**src/rtl/scc_isqrt.sv**
```systemverilog
// pipelined integer square root, one root bit per stage
module scc_isqrt #(
   parameter int SIDE_W = 1
) (
   input  logic clock,
   input  logic reset,
   input  logic en,
   input  logic in_valid,
   input  logic [63:0] in_radicand,
   input  logic [SIDE_W-1:0] in_side,
   output logic out_valid,
   output logic [31:0] out_root,
   output logic [SIDE_W-1:0] out_side
);

   localparam int STAGES = 32;

   logic valid_ff [STAGES];
   logic [63:0] rad_ff [STAGES];
   logic [33:0] rem_ff [STAGES];
   logic [31:0] root_ff [STAGES];
   logic [SIDE_W-1:0] side_ff [STAGES];

   for (genvar k = 0; k < STAGES; k++) begin : g_stage
      logic prev_valid;
      logic [63:0] prev_rad;
      logic [33:0] prev_rem;
      logic [31:0] prev_root;
      logic [SIDE_W-1:0] prev_side;
      logic [35:0] acc;
      logic [35:0] trial;
      logic [63:0] rad_in;
      logic [33:0] rem_in;
      logic [31:0] root_in;

      if (k == 0) begin : g_head
         always_comb begin
            prev_valid = in_valid;
            prev_rad = in_radicand;
            prev_rem = '0;
            prev_root = '0;
            prev_side = in_side;
         end
      end else begin : g_tail
         always_comb begin
            prev_valid = valid_ff[k-1];
            prev_rad = rad_ff[k-1];
            prev_rem = rem_ff[k-1];
            prev_root = root_ff[k-1];
            prev_side = side_ff[k-1];
         end
      end

      always_comb begin
         acc = {prev_rem, prev_rad[63:62]};
         trial = {2'b00, prev_root, 2'b01};
         rad_in = {prev_rad[61:0], 2'b00};
         if (acc >= trial) begin
            rem_in = 34'(acc - trial);
            root_in = {prev_root[30:0], 1'b1};
         end else begin
            rem_in = acc[33:0];
            root_in = {prev_root[30:0], 1'b0};
         end
      end

      always_ff @(posedge clock) begin
         if (reset) begin
            valid_ff[k] <= 1'b0;
         end else if (en) begin
            valid_ff[k] <= prev_valid;
         end
      end

      always_ff @(posedge clock) begin
         if (en) begin
            rad_ff[k] <= rad_in;
            rem_ff[k] <= rem_in;
            root_ff[k] <= root_in;
            side_ff[k] <= prev_side;
         end
      end
   end

   assign out_valid = valid_ff[STAGES-1];
   assign out_root = root_ff[STAGES-1];
   assign out_side = side_ff[STAGES-1];

`ifndef SYNTHESIS
   a_rem_bound: assert property (@(posedge clock) disable iff (reset)
      valid_ff[STAGES-1] |-> rem_ff[STAGES-1] <= {1'b0, root_ff[STAGES-1], 1'b0})
      else $error("square root remainder above twice the root");
`endif

endmodule

```
**config.mk**
```make
export PLATFORM = sky130hd
export DESIGN_NAME = scc_isqrt
export DESIGN_NICKNAME = d
export VERILOG_FILES = /design/src/rtl/scc_isqrt.sv
export SDC_FILE = /design/constraint.sdc
export NUM_CORES = 2
export LEC_CHECK = 0
export BUFFER_PORTS_ARGS = -buffer_cell sky130_fd_sc_hd__buf_4
export CORE_UTILIZATION = 60
export CTS_CLUSTER_DIAMETER = 60
export DETAILED_ROUTE_END_ITERATION = 7
export GPL_TIMING_DRIVEN = 1
export PLACE_DENSITY = 0.8
export SLEW_MARGIN = 20
export SYNTH_ARGS = -nofsm -noshare
export SYNTH_HDL_FRONTEND = slang
export SYNTH_MEMORY_MAX_BITS = 65536
export SYNTH_SLANG_ARGS = --single-unit
```
**constraint.sdc**
```tcl
create_clock -name clock -period 4.9 [get_ports clock]
set_input_delay 0.98 -clock clock [delete_from_list [all_inputs] [get_ports clock]]
set_output_delay 0.98 -clock clock [all_outputs]
set_load 0.01 [all_outputs]
```
==> results_dict.tcl <==
set metrics [dict create \
    power.density_mw_per_mm2 471 \
    status "complete, no violations" \
    worst_pin_slew_ns 1.07 \
    cts_sinks 2587 \
    antenna_found_initial 2 \
    cp_common_cell "or4_1" \
    rsz0062_at_grt "no" \
    synth-edff-count 2587 \
    firstDrtPassIters 6 \
    numCtsBuffers 288 \
    final_antenna_net_count 0 \
    critical_path_class "flip-flop to flip-flop" \
    crit_path_end_kind "flip-flop" \
    setup_viol 0 \
    dieArea_sq_mm 0.201 \
    crit_start "rem_ff[0][354]" \
    htreeDepth 5 \
    cts_resized 0 \
    drt_wl_total_um 251000 \
    rr_startpoint "rem_ff[0][354]" \
    avgSynthCellArea_sq_um 13.0 \
    drive_gt1_share_pct 7.82 \
    gp_congestion 0.967 \
    preCtsSetupSlack_ns 0.904 \
    hpwl_um 178000 \
    grt_max_degree 151 \
    grt_pass1_wl_um 393000 \
    synth_cells 9214 \
    vias 72600 \
    ys_ff_latch 2587 \
    die_w_um 449 \
    setup_tns_ns 0 \
    cap_violations 0 \
    clockBufferDepth 4 \
    cts_setup_buffers 0 \
    crit_fanout 25 \
    cp.required_ns 5.53 \
    ctsRootBufferMaster "clkbuf_16" \
    p_leak_nw 50.8 \
    slowest_delay_ns 0.61 \
    crit_path_start_kind "flip-flop" \
    cpMaxStageDelayCell "or4_1" \
    synth.distinct_cells 97 \
    cts_tree "done" \
    cp.arrival_ns 4.69 \
    syn_area_sq_mm 0.120 \
    post-route-period-util_pct 82.9 \
    synthArstFlopShare_pct 0 \
    num-fill-cells 13800 \
    place_area_sq_mm 0.124 \
    ys_seq_area_share_pct 64.9 \
    drc 0 \
    syn_nets 9845 \
    period_minus_slack_ns 4.06 \
    grt_usage_pct 24.6 \
    core_area_sq_mm 0.198 \
    worst_slack_ns 0.840 \
    fmax_mhz 246 \
    multi_input_area_sq_mm 0.0388 \
    ys.warnings.count 0 \
    critical_path.top_delay_family "simple AND/OR/NAND/NOR gates" \
    final_area_sq_mm 0.133 \
    crit_chain "or4_1 -> or4_1 -> or3_1 -> or4_1 -> nor2b_1 -> o211ai_2 -> buf_4 -> or3b_1 -> nor2_1 -> xor2_1" \
    cts_hold_buffers 0 \
    syn_to_final_growth_pct 10.9 \
    hold_class "input port to flip-flop" \
    grt_overflow 0 \
    avgViaCountPerCell 5.88 \
    port_buffers 102 \
    finalHoldViolCount 0 \
    regArea_sq_mm 0.0777 \
    whs_ns 0.214 \
    slew_headroom_pct 28.0 \
    fp.dieH_um 449 \
    clock_latency_ns 0.93 \
    skew_ns 0.0563 \
    clk_pin_slew_worst_paths_ns 0.07 \
    hp-start "in_radicand[38]" \
    num_rows 163 \
    postLayoutCoreUtil_pct 67.2 \
    vdd_drop_max_mv 0.396 \
    start_util_pct 60.5 \
    nets 10100 \
    final_max_slew_viol_count 0 \
    reg2reg_slack_ns 0.84 \
    grt_pass1_vias 72100 \
    synth_ff_type "edfxtp_1" \
    worst-path-buf-inv 1 \
    boundaryPins 103 \
    wl_per_cell_um 20.3 \
    drtIter0Drc 5783 \
]
==> metrics by stage <==
step	power, mW	instances
after floorplan	38.5	9214
after global placement	42.3	11900
after detailed placement	42.6	11900
after CTS	62.9	12300
after global routing	65.4	12300
final	62.6	12400
==> state kept, by name, indices dropped and copies added, names as in the netlist <==
name      count
side_ff      32
root_ff     528
rad_ff      992
rem_ff     1003
valid_ff     32
==> layout by cell type (no fill, tap or decap), types with 49 or more instances in the layout <==
master,synthesis,layout
edfxtp_1,2587,2587
inv_1,705,705
nand2_1,637,637
a21oi_1,583,583
nor2_1,580,579
ha_1,562,562
o21ai_0,488,488
xor2_1,440,440
xnor2_1,413,413
clkbuf_16,0,294
nor3_1,239,238
a21o_1,222,222
buf_4,1,161
nor4_1,144,144
nand3_1,134,134
nand2b_1,94,94
or3_1,93,93
nand4_1,85,85
mux2_2,84,84
o21a_1,82,82
nor2b_1,75,75
or4_1,61,61
clkinv_1,1,57
and2_1,55,54
and3_1,51,51
o31ai_1,50,49
==> layout make-up <==
class,instances,share of cell area [%]
Tap cell,2640,2.49
Multi-Input combinational cell,5743,29.2
Antenna cell,4,0.00753
Clock buffer,338,5.66
Sequential cell,2587,58.5
Timing Repair Buffer,184,1.26
Clock inverter,147,0.924
Inverter,709,2.00
==> synthesized netlist by cell type (16+ instances only) <==
master        n  area share, %
inv_1       705            2.2
or3_1        93           0.49
xnor2_1     413            3.0
nor4_1      144           0.75
and3_1       51           0.27
clkbuf_1    150           0.47
o211ai_1     48           0.30
and2_1       55           0.29
o21ai_0     488            2.0
nand4_1      85           0.44
o31ai_1      50           0.31
nand3_1     134           0.56
a21boi_0     18           0.11
mux2_2       84           0.79
xor2_1      440            3.2
or2_2        47           0.25
o21a_1       82           0.51
nor2b_1      75           0.39
o21bai_1     48           0.30
edfxtp_1   2587             65
a2111oi_0    22           0.16
nand2b_1     94           0.49
a211oi_1     46           0.29
nand2_1     637            2.0
o41ai_1      16           0.12
nor3b_1      16           0.10
nor3_1      239            1.0
nand3b_1     22           0.14
a21oi_1     583            2.4
a211o_1      16           0.12
a21o_1      222            1.4
or4_1        61           0.38
a31oi_1      50           0.26
nor2_1      580            1.8
ha_1        562            5.9
==> final timing paths <==
| check | end | depth (start not counted) |
|---|---|---|
| max reg2reg | rem_ff[0][405] | 10 |
| max | rem_ff[0][405] | 10 |
| min reg2reg | rad_ff[0][88] | 0 |
| min | rad_ff[0][38] | 1 |
==> logic make-up after synthesis <==
logic type	synth area share, %
muxes	0.886
and+or+nand+nor	9.76
xor gates and xnor gates	6.25
buffers and inverters	2.80
adders and majority gates	5.87
other	0.00313
DFF	64.9
AOI/OAI and AO/OA	9.56
==> layer usage <==
layer  wire length, um  up-vias  global-route usage [%]
li1                  -    34700                       -
met1             99500    35000                    30.0
met2            126000     2232                    43.0
met3             11400      642                    3.18
met4             13500        0                    12.6
met5                 0        -                       0
==> power by group <==
part           internal [mW]  switching (mW)
combinational           5.19            7.31
sequential              27.9            1.97
clock                   11.8            8.36
total                   44.9            17.6
No activity file was read; power rests on OpenSTA's default activity.
